### src/design/bcdrtc_pkg.sv
// shared types, register codes and lookup functions for the bcd real-time clock
package bcdrtc_pkg;

  // request kinds
  localparam logic [1:0] REQ_READ  = 2'd0;
  localparam logic [1:0] REQ_WRITE = 2'd1;
  localparam logic [1:0] REQ_TICK  = 2'd2;

  // register addresses
  localparam logic [3:0] ADDR_STATUS     = 4'd0;
  localparam logic [3:0] ADDR_TENTHS     = 4'd1;
  localparam logic [3:0] ADDR_LAST_DIGIT = 4'd13;
  localparam logic [3:0] ADDR_WEEKDAY    = 4'd14;

  // digit slots
  localparam int NUM_DIGITS = 13;
  localparam int D_TEN = 0;
  localparam int D_SU  = 1;
  localparam int D_ST  = 2;
  localparam int D_MU  = 3;
  localparam int D_MT  = 4;
  localparam int D_HU  = 5;
  localparam int D_HT  = 6;
  localparam int D_DU  = 7;
  localparam int D_DT  = 8;
  localparam int D_MOU = 9;
  localparam int D_MOT = 10;
  localparam int D_YU  = 11;
  localparam int D_YT  = 12;

  // register bit positions
  localparam int ST_DCF   = 3;
  localparam int ST_IF    = 0;
  localparam int CT_STOP  = 2;
  localparam int CT_ISEL  = 1;
  localparam int CT_ISTOP = 0;
  localparam int CS_LEAP_HI = 3;
  localparam int CS_LEAP_LO = 2;
  localparam int CS_PM    = 1;
  localparam int CS_24    = 0;
  localparam int IS_RPT   = 3;

  localparam logic [3:0] CS_PM_MASK = 4'h2;

  typedef logic [3:0] nibble_t;
  typedef logic [9:0] count_t;

  typedef struct packed {
    logic [1:0] req_type;
    nibble_t    reg_addr;
    nibble_t    write_data;
  } item_t;

  typedef struct packed {
    nibble_t read_data;
    logic    irq_flag;
  } result_t;

  // two bcd digits as a binary value, up to 165
  function automatic logic [7:0] bcd_pair(input nibble_t tens, input nibble_t units);
    logic [7:0] t;
    t = {4'b0, tens};
    return (t << 3) + (t << 1) + {4'b0, units};
  endfunction

  // interrupt delay in ticks
  function automatic count_t delay_ticks(input logic [2:0] sel);
    count_t d;
    unique case (sel)
      3'd0: d = 10'd0;
      3'd1: d = 10'd1;
      3'd2: d = 10'd5;
      3'd3: d = 10'd10;
      3'd4: d = 10'd50;
      3'd5: d = 10'd100;
      3'd6: d = 10'd300;
      default: d = 10'd600;
    endcase
    return d;
  endfunction

  // days in a month, non-leap february; anything else counts as 31
  function automatic logic [5:0] month_days(input logic [7:0] m);
    logic [5:0] n;
    unique case (m)
      8'd2: n = 6'd28;
      8'd4, 8'd6, 8'd9, 8'd11: n = 6'd30;
      default: n = 6'd31;
    endcase
    return n;
  endfunction

endpackage

### src/design/bcd_rtc_calendar_registers_unit.sv
// bcd real-time clock and calendar register unit, top level
//
// Each input transfer is a register read, a register write or a tenth-second
// tick, and each one yields exactly one result transfer carrying the read
// nibble (zero for anything but a read) and the interrupt flag as it stands
// after the request. One request is taken per cycle while the output is not
// stalled. A request waits in the input register until the result register
// can take it, is executed in a single pass through the register file and
// carry logic, and lands in the result register, from which it is presented
// until transferred. While a result waits, the input register still takes one
// more request; after that the input stalls until the result is transferred.
module bcd_rtc_calendar_registers_unit import bcdrtc_pkg::*; (
  input  logic       clk,
  input  logic       rst_n,
  input  logic       in_tvalid,
  output logic       in_tready,
  input  logic [7:0] in_tdata,   // [3:0] reg_addr, [7:4] write_data
  input  logic [1:0] in_tuser,   // [1:0] req_type
  output logic       out_tvalid,
  input  logic       out_tready,
  output logic [7:0] out_tdata   // [3:0] read_data, [4] irq_flag, [7:5] zero
);

  item_t   in_item;
  item_t   hold_item;
  logic    hold_valid;
  logic    hold_take;
  result_t step_result;
  result_t out_result;

  assign in_item.req_type   = in_tuser;
  assign in_item.reg_addr   = in_tdata[3:0];
  assign in_item.write_data = in_tdata[7:4];

  bcdrtc_in_reg u_in_reg (
    .clk        (clk),
    .rst_n      (rst_n),
    .in_valid   (in_tvalid),
    .in_ready   (in_tready),
    .in_item    (in_item),
    .hold_valid (hold_valid),
    .hold_item  (hold_item),
    .hold_take  (hold_take)
  );

  bcdrtc_core u_core (
    .clk     (clk),
    .rst_n   (rst_n),
    .step_en (hold_take),
    .item    (hold_item),
    .result  (step_result)
  );

  bcdrtc_out_reg u_out_reg (
    .clk         (clk),
    .rst_n       (rst_n),
    .load_valid  (hold_valid),
    .load_take   (hold_take),
    .load_result (step_result),
    .out_valid   (out_tvalid),
    .out_ready   (out_tready),
    .out_result  (out_result)
  );

  assign out_tdata = {3'b000, out_result.irq_flag, out_result.read_data};

endmodule

### src/design/bcdrtc_in_reg.sv
// input holding register for incoming request transfers
module bcdrtc_in_reg import bcdrtc_pkg::*; (
  input  logic  clk,
  input  logic  rst_n,
  input  logic  in_valid,
  output logic  in_ready,
  input  item_t in_item,
  output logic  hold_valid,
  output item_t hold_item,
  input  logic  hold_take
);

  logic  vld_r;
  item_t item_r;

  assign in_ready   = !vld_r || hold_take;
  assign hold_valid = vld_r;
  assign hold_item  = item_r;

  always_ff @(posedge clk) begin
    if (!rst_n) begin
      vld_r <= 1'b0;
    end else if (in_ready) begin
      vld_r <= in_valid;
    end
  end

  always_ff @(posedge clk) begin
    if (in_ready && in_valid) begin
      item_r <= in_item;
    end
  end

endmodule

### src/design/bcdrtc_core.sv
// register file, time and calendar counters and interrupt timer
module bcdrtc_core import bcdrtc_pkg::*; (
  input  logic    clk,
  input  logic    rst_n,
  input  logic    step_en,
  input  item_t   item,
  output result_t result
);

  nibble_t ctl_r, ctl_nxt;
  nibble_t sts_r, sts_nxt;
  nibble_t cs_r,  cs_nxt;
  nibble_t is_r,  is_nxt;
  nibble_t wd_r,  wd_nxt;
  nibble_t dig_r   [NUM_DIGITS];
  nibble_t dig_nxt [NUM_DIGITS];
  count_t  cnt_r, cnt_nxt;
  logic    arm_r, arm_nxt;

  nibble_t    rd;
  count_t     dly_cur;
  count_t     dly_wr;
  count_t     cnt_dec;
  logic       roll;
  logic       day_roll;
  logic       h24;
  logic [7:0] hour_pair;
  logic [7:0] mon_pair;
  logic [7:0] day_pair;
  logic [5:0] mon_len;

  assign dly_cur = delay_ticks(is_r[2:0]);
  assign dly_wr  = delay_ticks(item.write_data[2:0]);
  assign h24     = cs_r[CS_24];

  always_comb begin
    ctl_nxt   = ctl_r;
    sts_nxt   = sts_r;
    cs_nxt    = cs_r;
    is_nxt    = is_r;
    wd_nxt    = wd_r;
    dig_nxt   = dig_r;
    cnt_nxt   = cnt_r;
    arm_nxt   = arm_r;
    rd        = 4'd0;
    cnt_dec   = cnt_r;
    roll      = 1'b0;
    day_roll  = 1'b0;
    hour_pair = 8'd0;
    mon_pair  = 8'd0;
    day_pair  = 8'd0;
    mon_len   = 6'd31;

    unique case (item.req_type)
      REQ_READ: begin
        priority if (item.reg_addr == ADDR_STATUS) begin
          rd      = sts_r;
          sts_nxt = 4'd0;
        end else if (item.reg_addr <= ADDR_LAST_DIGIT) begin
          rd = dig_r[item.reg_addr - 4'd1];
        end else if (item.reg_addr == ADDR_WEEKDAY) begin
          rd = wd_r;
        end else if (ctl_r[CT_ISEL]) begin
          rd = is_r;
        end else if (cs_r[CS_24]) begin
          rd = cs_r & ~CS_PM_MASK;
        end else begin
          rd = cs_r;
        end
      end

      REQ_WRITE: begin
        priority if (item.reg_addr == ADDR_STATUS) begin
          if (!ctl_r[CT_ISTOP] && item.write_data[CT_ISTOP]) begin
            arm_nxt = 1'b0;
          end else if (ctl_r[CT_ISTOP] && !item.write_data[CT_ISTOP]) begin
            cnt_nxt = dly_cur;
            arm_nxt = (dly_cur != 10'd0);
          end
          if (item.write_data[CT_STOP]) begin
            dig_nxt[D_TEN] = 4'd0;
          end
          ctl_nxt = item.write_data;
        end else if (item.reg_addr == ADDR_TENTHS) begin
          // tenths are read-only
          rd = 4'd0;
        end else if (item.reg_addr <= ADDR_LAST_DIGIT) begin
          dig_nxt[item.reg_addr - 4'd1] = item.write_data;
        end else if (item.reg_addr == ADDR_WEEKDAY) begin
          wd_nxt = item.write_data;
        end else if (ctl_r[CT_ISEL]) begin
          is_nxt = item.write_data;
          if (!ctl_r[CT_ISTOP]) begin
            cnt_nxt = dly_wr;
            arm_nxt = (dly_wr != 10'd0);
          end
        end else begin
          cs_nxt = item.write_data;
        end
      end

      REQ_TICK: begin
        if (!ctl_r[CT_STOP]) begin
          sts_nxt[ST_DCF] = 1'b1;
          // time of day carry chain
          dig_nxt[D_TEN] = dig_r[D_TEN] + 4'd1;
          roll = (dig_nxt[D_TEN] == 4'd10);
          if (roll) begin
            dig_nxt[D_TEN] = 4'd0;
            dig_nxt[D_SU]  = dig_r[D_SU] + 4'd1;
            roll = (dig_nxt[D_SU] == 4'd10);
          end
          if (roll) begin
            dig_nxt[D_SU] = 4'd0;
            dig_nxt[D_ST] = dig_r[D_ST] + 4'd1;
            roll = (dig_nxt[D_ST] == 4'd6);
          end
          if (roll) begin
            dig_nxt[D_ST] = 4'd0;
            dig_nxt[D_MU] = dig_r[D_MU] + 4'd1;
            roll = (dig_nxt[D_MU] == 4'd10);
          end
          if (roll) begin
            dig_nxt[D_MU] = 4'd0;
            dig_nxt[D_MT] = dig_r[D_MT] + 4'd1;
            roll = (dig_nxt[D_MT] == 4'd6);
          end
          if (roll) begin
            // hours
            dig_nxt[D_MT] = 4'd0;
            dig_nxt[D_HU] = dig_r[D_HU] + 4'd1;
            if (dig_nxt[D_HU] == 4'd10) begin
              dig_nxt[D_HU] = 4'd0;
              dig_nxt[D_HT] = dig_r[D_HT] + 4'd1;
            end
            hour_pair = bcd_pair(dig_nxt[D_HT], dig_nxt[D_HU]);
            if (!h24 && hour_pair == 8'd12) begin
              cs_nxt[CS_PM] = ~cs_r[CS_PM];
            end
            if (!h24 && hour_pair == 8'd13) begin
              dig_nxt[D_HT] = 4'd0;
              dig_nxt[D_HU] = 4'd1;
            end
            if (h24 && hour_pair == 8'd24) begin
              dig_nxt[D_HT] = 4'd0;
              dig_nxt[D_HU] = 4'd0;
            end
            hour_pair = bcd_pair(dig_nxt[D_HT], dig_nxt[D_HU]);
            day_roll  = h24 ? (hour_pair == 8'd0)
                            : (hour_pair == 8'd12 && !cs_nxt[CS_PM]);
          end
          if (day_roll) begin
            // calendar
            dig_nxt[D_DU] = dig_r[D_DU] + 4'd1;
            if (dig_nxt[D_DU] == 4'd10) begin
              dig_nxt[D_DU] = 4'd0;
              dig_nxt[D_DT] = dig_r[D_DT] + 4'd1;
            end
            wd_nxt = wd_r + 4'd1;
            if (wd_nxt == 4'd8) begin
              wd_nxt = 4'd1;
            end
            mon_pair = bcd_pair(dig_r[D_MOT], dig_r[D_MOU]);
            if (mon_pair >= 8'd1 && mon_pair <= 8'd12) begin
              if (mon_pair == 8'd2 && cs_r[CS_LEAP_HI:CS_LEAP_LO] == 2'd0) begin
                mon_len = 6'd29;
              end else begin
                mon_len = month_days(mon_pair);
              end
            end
            day_pair = bcd_pair(dig_nxt[D_DT], dig_nxt[D_DU]);
            if (day_pair == {2'b0, mon_len} + 8'd1) begin
              dig_nxt[D_DT]  = 4'd0;
              dig_nxt[D_DU]  = 4'd1;
              dig_nxt[D_MOU] = dig_r[D_MOU] + 4'd1;
              if (dig_nxt[D_MOU] == 4'd10) begin
                dig_nxt[D_MOU] = 4'd0;
                dig_nxt[D_MOT] = dig_r[D_MOT] + 4'd1;
              end
              mon_pair = bcd_pair(dig_nxt[D_MOT], dig_nxt[D_MOU]);
              if (mon_pair == 8'd13) begin
                dig_nxt[D_MOT] = 4'd0;
                dig_nxt[D_MOU] = 4'd1;
                cs_nxt[CS_LEAP_HI:CS_LEAP_LO] = cs_r[CS_LEAP_HI:CS_LEAP_LO] + 2'd1;
                dig_nxt[D_YU] = dig_r[D_YU] + 4'd1;
                if (dig_nxt[D_YU] == 4'd10) begin
                  dig_nxt[D_YU] = 4'd0;
                  dig_nxt[D_YT] = dig_r[D_YT] + 4'd1;
                  if (dig_nxt[D_YT] == 4'd10) begin
                    dig_nxt[D_YT] = 4'd0;
                  end
                end
              end
            end
          end
        end
        // interrupt timer runs even while the clock is stopped
        if (arm_r) begin
          cnt_dec = (cnt_r != 10'd0) ? (cnt_r - 10'd1) : cnt_r;
          cnt_nxt = cnt_dec;
          if (cnt_dec == 10'd0) begin
            sts_nxt[ST_IF] = 1'b1;
            if (is_r[IS_RPT]) begin
              cnt_nxt = dly_cur;
              arm_nxt = (dly_cur != 10'd0);
            end else begin
              arm_nxt = 1'b0;
            end
          end
        end
      end

      default: begin
        rd = 4'd0;
      end
    endcase
  end

  assign result.read_data = rd;
  assign result.irq_flag  = sts_nxt[ST_IF];

  always_ff @(posedge clk) begin
    if (!rst_n) begin
      ctl_r <= 4'd0;
      sts_r <= 4'd0;
      cs_r  <= 4'd0;
      is_r  <= 4'd0;
      wd_r  <= 4'd0;
      cnt_r <= 10'd0;
      arm_r <= 1'b0;
      for (int i = 0; i < NUM_DIGITS; i++) begin
        dig_r[i] <= 4'd0;
      end
    end else if (step_en) begin
      ctl_r <= ctl_nxt;
      sts_r <= sts_nxt;
      cs_r  <= cs_nxt;
      is_r  <= is_nxt;
      wd_r  <= wd_nxt;
      cnt_r <= cnt_nxt;
      arm_r <= arm_nxt;
      dig_r <= dig_nxt;
    end
  end

endmodule

### src/design/bcdrtc_out_reg.sv
// result register driving the outgoing stream
module bcdrtc_out_reg import bcdrtc_pkg::*; (
  input  logic    clk,
  input  logic    rst_n,
  input  logic    load_valid,
  output logic    load_take,
  input  result_t load_result,
  output logic    out_valid,
  input  logic    out_ready,
  output result_t out_result
);

  logic    vld_r;
  result_t res_r;

  assign load_take  = load_valid && (!vld_r || out_ready);
  assign out_valid  = vld_r;
  assign out_result = res_r;

  always_ff @(posedge clk) begin
    if (!rst_n) begin
      vld_r <= 1'b0;
    end else if (load_take) begin
      vld_r <= 1'b1;
    end else if (out_ready) begin
      vld_r <= 1'b0;
    end
  end

  always_ff @(posedge clk) begin
    if (load_take) begin
      res_r <= load_result;
    end
  end

endmodule

### config.mk
export PLATFORM = sky130hd
export DESIGN_NAME = bcd_rtc_calendar_registers_unit
export DESIGN_NICKNAME = d
export VERILOG_FILES = /design/src/design/bcdrtc_pkg.sv /design/src/design/bcd_rtc_calendar_registers_unit.sv /design/src/design/bcdrtc_in_reg.sv /design/src/design/bcdrtc_core.sv /design/src/design/bcdrtc_out_reg.sv
export SDC_FILE = /design/constraint.sdc
export NUM_CORES = 1
export LEC_CHECK = 0
export BUFFER_PORTS_ARGS = -buffer_cell sky130_fd_sc_hd__buf_2
export CAP_MARGIN = 20
export CORE_MARGIN = 4
export CORE_UTILIZATION = 60
export DETAILED_ROUTE_END_ITERATION = 10
export PLACE_DENSITY = 0.77
export SETUP_SLACK_MARGIN = 0.15
export SLEW_MARGIN = 25
export SYNTH_ARGS = -nofsm -noshare
export SYNTH_HDL_FRONTEND = slang
export SYNTH_SLANG_ARGS = --single-unit
### constraint.sdc
create_clock -name clk -period 9.5 [get_ports clk]
set_clock_uncertainty 0.2 [all_clocks]
set_input_delay 1.9 -clock clk [delete_from_list [all_inputs] [get_ports clk]]
set_output_delay 1.9 -clock clk [all_outputs]
set_load 0.1 [all_outputs]
==> results.tsv, run 1 <==
stage	metric	value	unit
grt	global-route wire length before repair	37.4	mm
power	Reg power frac	0.469	
grt	total grt overflow	0	
clocking	postcts setup bufs	0	
worst_hold_path	worst hold-check path type	reg2reg	
job	maxcap violations	0	
power	P_sw	0.000287	W
layout	non-filler cells, final	1225	
die	Initial Util	0.611	
grt	initial antenna violation count	0	
grt	Overall Global Routing Usage	0.285	
worst_setup_path	RR Endpoint	u_core.dig_r[14]	
synthesis	Cells after Synth	1062	
drt	Initial DRC Count	829	
clocking	CTS max path bufs	2	
worst_setup_path	Reg2Reg Setup Slack	1.91	ns
synthesis	syn_area_per_cell	7.95	µm²
power	internal power	0.000651	W
run_status	status	complete, no violations	
sta	setup TNS	0	ns
drt	# DRC	0	
sta	Final Cycle Share	0.799	
clocking	H-tree depth	3	
clocking	Gates resized, CTS repair	0	
power	Pleak	3.54	nW
place	hpwl dp	16.7	mm
worst_setup_path	crit-path max FO	8	
drt	Routed Antenna Nets	0	
worst_hold_path	hold_sp	u_core.sts_r[3]	
sta	slew at the pin with the worst max-slew slack	0.963	ns
sta	Final setup viols	0	
synthesis	post-synthesis xor/xnor area fraction	0.0425	
die	Std-Cell Rows	43	
worst_setup_path	Setup Crit Path Kind	reg2reg	
synthesis	async set-reset flop share out of synthesis	0	
synthesis	mux contribution to synthesized area	0.0701	
grt	largest net degree at the start of global routing	51	
place	Port Buf Inserts	20	
die	Die H	127	µm
synthesis	sequential area share after synthesis	0.248	
sta	Pins Over Slew Limit	0	
layout	share of layout cells above drive strength 1	0.0804	
die	Ports	24	
synthesis	Synth top area share	0.194	
power	combinational power share	0.156	
synthesis	Post-Synth Simple-Gate Area	0.236	
synthesis	#FFs+latches synth	97	
sta	final hold viol count	0	
sta	fmax	0.132	GHz
layout	fill cell count	1190	
synthesis	Unique masters post-synth	84	
layout	Syn-to-layout area delta	4.67	%
clocking	CTS root buf	clkbuf_16	
worst_setup_path	Reg2Reg Depth	24	
worst_setup_path	type of origin of the critical path	flip-flop	
drt	via/cell ratio	6.59	
place	RD Place Congestion	0.922	
grt	vias in the first global route	7375	
synthesis	Top FF cell, synth	dfxtp_1	
drt	final WL	23.2	mm
power	Power Dens Cells	106	mW/mm²
worst_hold_path	Hold Path Depth	2	
power	clock power share	0.374	
worst_setup_path	Worst EP required	9.50	ns
drt	Avg WL per Cell	18.9	µm
synthesis	top cell type by total area after synthesis	dfxtp_1	
die	core area	0.0138	mm²
clocking	clock buffers created by TritonCTS	9	
layout	Multi-input gate area	0.00588	mm²
synthesis	post-synthesis adder-cell area fraction	0.127	
power	sw frac	0.306	
synthesis	compound-cell area share of the yosys netlist	0.219	
worst_setup_path	Worst Path Arrival	7.59	ns
synthesis	top cells by area, synth	dfxtp_1 19%, ha_1 10%, edfxtp_1 5.3%, nor2_1 4.9%, a21oi_1 4.6%	
synthesis	number of enable flip-flop cells after synthesis	15	
drt	DRT Pass-1 Iters	6	
synthesis	YS warnings	0	
worst_hold_path	Worst Hold End	u_core.sts_r[3]	
clocking	CTS sink cnt	97	
clocking	clock slew at reported path FFs	0.07	ns
power	VDD IR-drop max	91.7	µV
place	placed insts	1209	
worst_setup_path	FF-to-FF Start	u_core.dig_r[28]	
synthesis	largest family of logic cells by synthesized area	simple AND/OR/NAND/NOR gates	
clocking	CTS tree	yes	
clocking	clk_lat worst skew	0.36	ns
drt	via count	8072	
layout	Antenna diodes	0	
sta	Relative slew margins	0.352	
die	Die W	127	µm
die	die area	0.0160	mm²
sta	min cycle time layout	7.59	ns
worst_setup_path	critical path capture point type	flip-flop	
sta	RSZ-0062 raised after global routing	false	
layout	nets	1134	
layout	Reg area	0.00209	mm²
synthesis	mapped cell area	0.00844	mm²
clocking	# hold bufs at CTS	0	
-- routing by layer --
| layer | routed length [µm] | track usage | vias up |
|---|---|---|---|
| met1 | 9930 | 0.386 | 3818 |
| met2 | 10800 | 0.459 | 377 |
| li1 | - | - | 3823 |
| met5 | 0 | 0 | - |
| met4 | 652 | 0.123 | 0 |
| met3 | 1830 | 0.0345 | 54 |
-- cells in the mapped netlist (all sizes together) (6+ instances only) --
master / number
inv: 64
dfxtp: 82
nor4: 8
nand2: 96
a211oi: 22
nand3b: 8
and3: 7
mux4: 12
o32ai: 6
nand3: 49
nor2b: 15
nor3: 38
mux2: 6
a21oi: 79
xnor2: 20
a22oi: 7
edfxtp: 15
or3: 7
a2111oi: 6
nand2b: 12
o211a: 11
ha: 70
buf: 8
o221ai: 8
nand4: 14
fa: 10
xor2: 21
o22ai: 10
a31oi: 12
o21ai: 57
or2: 7
and2: 11
nor2: 111
mux2i: 25
o31ai: 7
clkbuf: 51
-- registers in the layout, indices dropped and copies added, names as in the netlist --
register and cells:
u_core.sts_r 2, u_out_reg.out_result 5, u_core.is_r 4, u_core.cnt_r 10
u_core.ctl_r 3, u_in_reg.hold_valid 1, u_core.arm_r 1, u_out_reg.out_valid 1
u_core.dig_r 52, u_core.cs_r 4, u_core.wd_r 4, u_in_reg.hold_item 10
-- per-stage QoR --
stage / util / hold slack (ns) / setup WS [ns] / instance area [µm²] / total power (W)
global placement: 0.619 / 0.241 / 2.23 / 8560 / 0.000591
CTS: 0.639 / 0.257 / 1.95 / 8840 / 0.000935
detailed placement: 0.619 / 0.246 / 2.01 / 8560 / 0.000592
floorplan: - / 0.224 / 2.77 / 8450 / 0.000558
finish: 0.639 / 0.252 / 1.91 / 8840 / 0.000938
global route: 0.639 / 0.289 / 1.40 / 8840 / 0.000969
-- area by class of cell --
cell class	count	area share
multi-input combinational	844	0.665
sequential	97	0.237
inverter	64	0.0273
clock buffer	10	0.0259
tap	180	0.0255
timing repair buffer	24	0.0147
clock inverter	6	0.00496
-- kinds of logic (layout without fill, tap and decap cells) --
kind of cell / after synthesis / count (layout)
compound gates: 273 / 273
xor+xnor: 41 / 41
fa+ha+maj: 80 / 80
buf+inv: 123 / 104
flops: 97 / 97
mux: 43 / 43
other cells: 1 / 3
simple gates: 404 / 404
-- cells in the final DEF (no fill, tap or decap), types with 14 or more instances in the layout --
master / count
nand4_1: 14
nand3_1: 49
nand2_1: 95
xnor2_1: 20
o21ai_0: 56
buf_2: 20
a211oi_1: 22
xor2_1: 21
ha_1: 70
dfxtp_1: 82
mux2i_1: 25
nor2_1: 110
a21oi_1: 77
edfxtp_1: 15
nor3_1: 37
nor2b_1: 15
inv_1: 63
-- worst max path at each step --
stage	startpoint	slack (ns)	to	cells past startpoint
2_1_floorplan	u_core.dig_r[28]	2.77	u_core.dig_r[5]	23
3_3_place_gp	u_core.dig_r[28]	2.23	u_core.dig_r[5]	23
3_5_place_dp	u_core.dig_r[28]	2.01	u_core.dig_r[5]	23
4_1_cts	u_core.dig_r[28]	1.95	u_core.dig_r[14]	24
5_1_grt	u_core.dig_r[28]	1.40	u_core.dig_r[14]	24
6_report	u_core.dig_r[28]	1.91	u_core.dig_r[14]	24
-- critical path, stage by stage (launching register included) --
cell and delay [ns]:
dfxtp_1 0.47, ha_1 0.30, a21boi_1 0.18, a21oi_1 0.08
mux2_4 0.29, nor2_1 0.36, mux2i_1 0.37, inv_1 0.12
ha_1 0.31, ha_1 0.23, fa_1 0.47, nor3b_1 0.25
nand2_1 0.12, nor4_2 0.56, nor2_1 0.13, inv_1 0.11
fa_1 0.47, fa_1 0.56, nand2b_1 0.05, a2111oi_0 0.50
nand3b_1 0.36, nor4_1 0.36, a21oi_1 0.26, o21ai_0 0.25
a21oi_1 0.08
-- power by group through the flow --
| stage | clock network [W] | logic (W) | registers (W) |
|---|---|---|---|
| after floorplan | 0 | 0.000108 | 0.000450 |
| after global routing | 0.000368 | 0.000159 | 0.000441 |
| after CTS | 0.000351 | 0.000144 | 0.000440 |
| after global placement | 0 | 0.000142 | 0.000449 |
| final | 0.000351 | 0.000147 | 0.000440 |
| after detailed placement | 0 | 0.000143 | 0.000449 |
Note: power is estimated with default switching activity, not from simulation.
==> inputs of run 2 (changes only) <==
- CORE_UTILIZATION: 60 -> 58
- PLACE_DENSITY: 0.77 -> 0.78
- clock period: 9.5 -> 6.9 ns (I/O delays scaled with it)
==> results.tsv, run 2 (synthesis gave the netlist of run 1 again) <==
stage	metric	value	unit
run_status	status	complete, no violations	
drt	via count	8147	
die	Die H	129	µm
power	Power Dens Cells	142	mW/mm²
sta	final worst slack	0.270	ns
layout	share of layout cells above drive strength 1	0.128	
layout	nets	1155	
clocking	CTS root buf	clkbuf_16	
worst_setup_path	critical path capture point type	flip-flop	
sta	Relative slew margins	0.284	
sta	setup TNS	0	ns
layout	Reg area	0.00209	mm²
place	hpwl dp	16.3	mm
layout	final core utilization	0.654	
sta	Final setup viols	0	
worst_setup_path	Setup Crit Path Kind	reg2reg	
drt	# DRC	0	
power	Pleak	3.66	nW
worst_setup_path	type of origin of the critical path	flip-flop	
layout	Multi-input gate area	0.00605	mm²
clocking	clk_lat worst skew	0.36	ns
grt	GR Layer Usage met2	0.438	
sta	min cycle time layout	6.63	ns
place	RD Place Congestion	0.935	
layout	Antenna diodes	0	
clocking	CTS tree	yes	
sta	final hold viol count	0	
clocking	CTS sink cnt	97	
sta	slew at the pin with the worst max-slew slack	1.07	ns
worst_setup_path	Worst path slowest cell	fa_1	
power	VDD IR-drop max	141	µV
clocking	# hold bufs at CTS	0	
drt	Avg WL per Cell	18.6	µm
layout	commonest non-fill, non-tap cells in the layout	105 x nor2_1, 94 x nand2_1, 80 x dfxtp_1	
die	Initial Util	0.601	
clocking	H-tree depth	3	
layout	fill cell count	1194	
drt	DRT Pass-1 Iters	5	
clocking	clock slew at reported path FFs	0.07	ns
sta	worst hold slack	0.260	ns
drt	final WL	23.1	mm
die	Die W	129	µm
worst_setup_path	crit-path max FO	7	
place	Port Buf Inserts	20	
grt	vias in the first global route	7450	
worst_setup_path	CP peak stage delay	0.56	ns
grt	total grt overflow	0	
die	Ports	24	
worst_setup_path	Worst Path Arrival	6.70	ns
layout	Syn-to-layout area delta	8.85	%
layout	Biggest register	u_core.dig_r	
sta	fmax	0.151	GHz
drt	Initial DRC Count	749	
sta	Pins Over Slew Limit	0	
place	Place WS	-0.0855	ns
grt	global-route wire length before repair	37.4	mm
sta	RSZ-0062 raised after global routing	true	
clocking	clock buffers created by TritonCTS	9	
grt	largest net degree at the start of global routing	51	
drt	via/cell ratio	6.54	
layout	commonest non-fill, non-tap cell in the layout	nor2_1	
worst_setup_path	Worst EP required	6.97	ns
grt	GR Util met3	0.0569	
layout	Largest register FFs	52	
clocking	CTS max path bufs	2	
worst_hold_path	worst hold-check path type	reg2reg	
grt	met1 Use GR	0.380	
grt	initial antenna violation count	0	
sta	Final Cycle Share	0.961	
die	die area	0.0166	mm²
drt	Routed Antenna Nets	0	
grt	Overall Global Routing Usage	0.276	
die	Std-Cell Rows	43	
die	core area	0.0140	mm²
grt	most used routing layer	met2	
job	maxcap violations	0	
[run 2: cell types whose count changed in the layout (fill, tap and decap cells not counted), sizes merged]
cell,previous run,this run
buf,24,44
clkbuf,10,15
clkinv,5,1
[run 2: what timing repair did]
| item | CTS | global route |
|---|---|---|
| endpoints found under the setup margin | 29 | 30 |
| gates resized for setup | 8 | 37 |
| pin swaps | 0 | 21 |
| setup buffers | 0 | 11 |
[run 2: final timing paths]
| path | startpoint | endpoint | slack (ns) | depth (start not counted) |
|---|---|---|---|---|
| worst max-delay path | u_core.dig_r[29] | u_core.wd_r[0] | 0.27 | 30 |
| worst min-delay path | u_core.sts_r[3] | u_core.sts_r[3] | 0.26 | 2 |
| worst max register to register | u_core.dig_r[29] | u_core.wd_r[0] | 0.27 | 30 |
| worst min register to register | u_core.sts_r[3] | u_core.sts_r[3] | 0.26 | 2 |
[run 2: per-stage QoR]
step	total power, W	cells	cell area, µm²
2_1_floorplan	0.000768	1064	8450
3_3_place_gp	0.000812	1218	8630
3_5_place_dp	0.000814	1218	8630
4_1_cts	0.00130	1234	8950
5_1_grt	0.00136	1246	9190
6_report	0.00131	1246	9190
[run 2: critical path: cells and delay by family, from the launching register on]
family	cells	cell delay [ns]
fa+ha+maj	6	2.07
simple gates	8	1.27
compound gates	7	1.23
buf+inv	6	0.82
flops	1	0.35
xor+xnor	2	0.31
mux	1	0.29
[run 2: final cells by class]
type	count	area share
Clock buffer	14	0.0298
Clock inverter	2	0.00136
Inverter	64	0.0261
Multi-Input combinational cell	844	0.659
Sequential cell	97	0.228
Tap cell	180	0.0245
Timing Repair Buffer	45	0.0314
[run 2: per-layer routing]
metal  routed length (µm)  part of all wire
met5                    0                 0
met4                  542             0.023
met3                 2010             0.087
met2                10600              0.46
met1                 9930              0.43
[run 2: power by group]
| group | total [W] | switching [W] | internal [W] |
|---|---|---|---|
| clock | 0.000499 | 0.000225 | 0.000274 |
| sequential | 0.000606 | 0.0000196 | 0.000586 |
| combinational | 0.000204 | 0.000138 | 0.0000658 |
| total | 0.00131 | 0.000383 | 0.000926 |
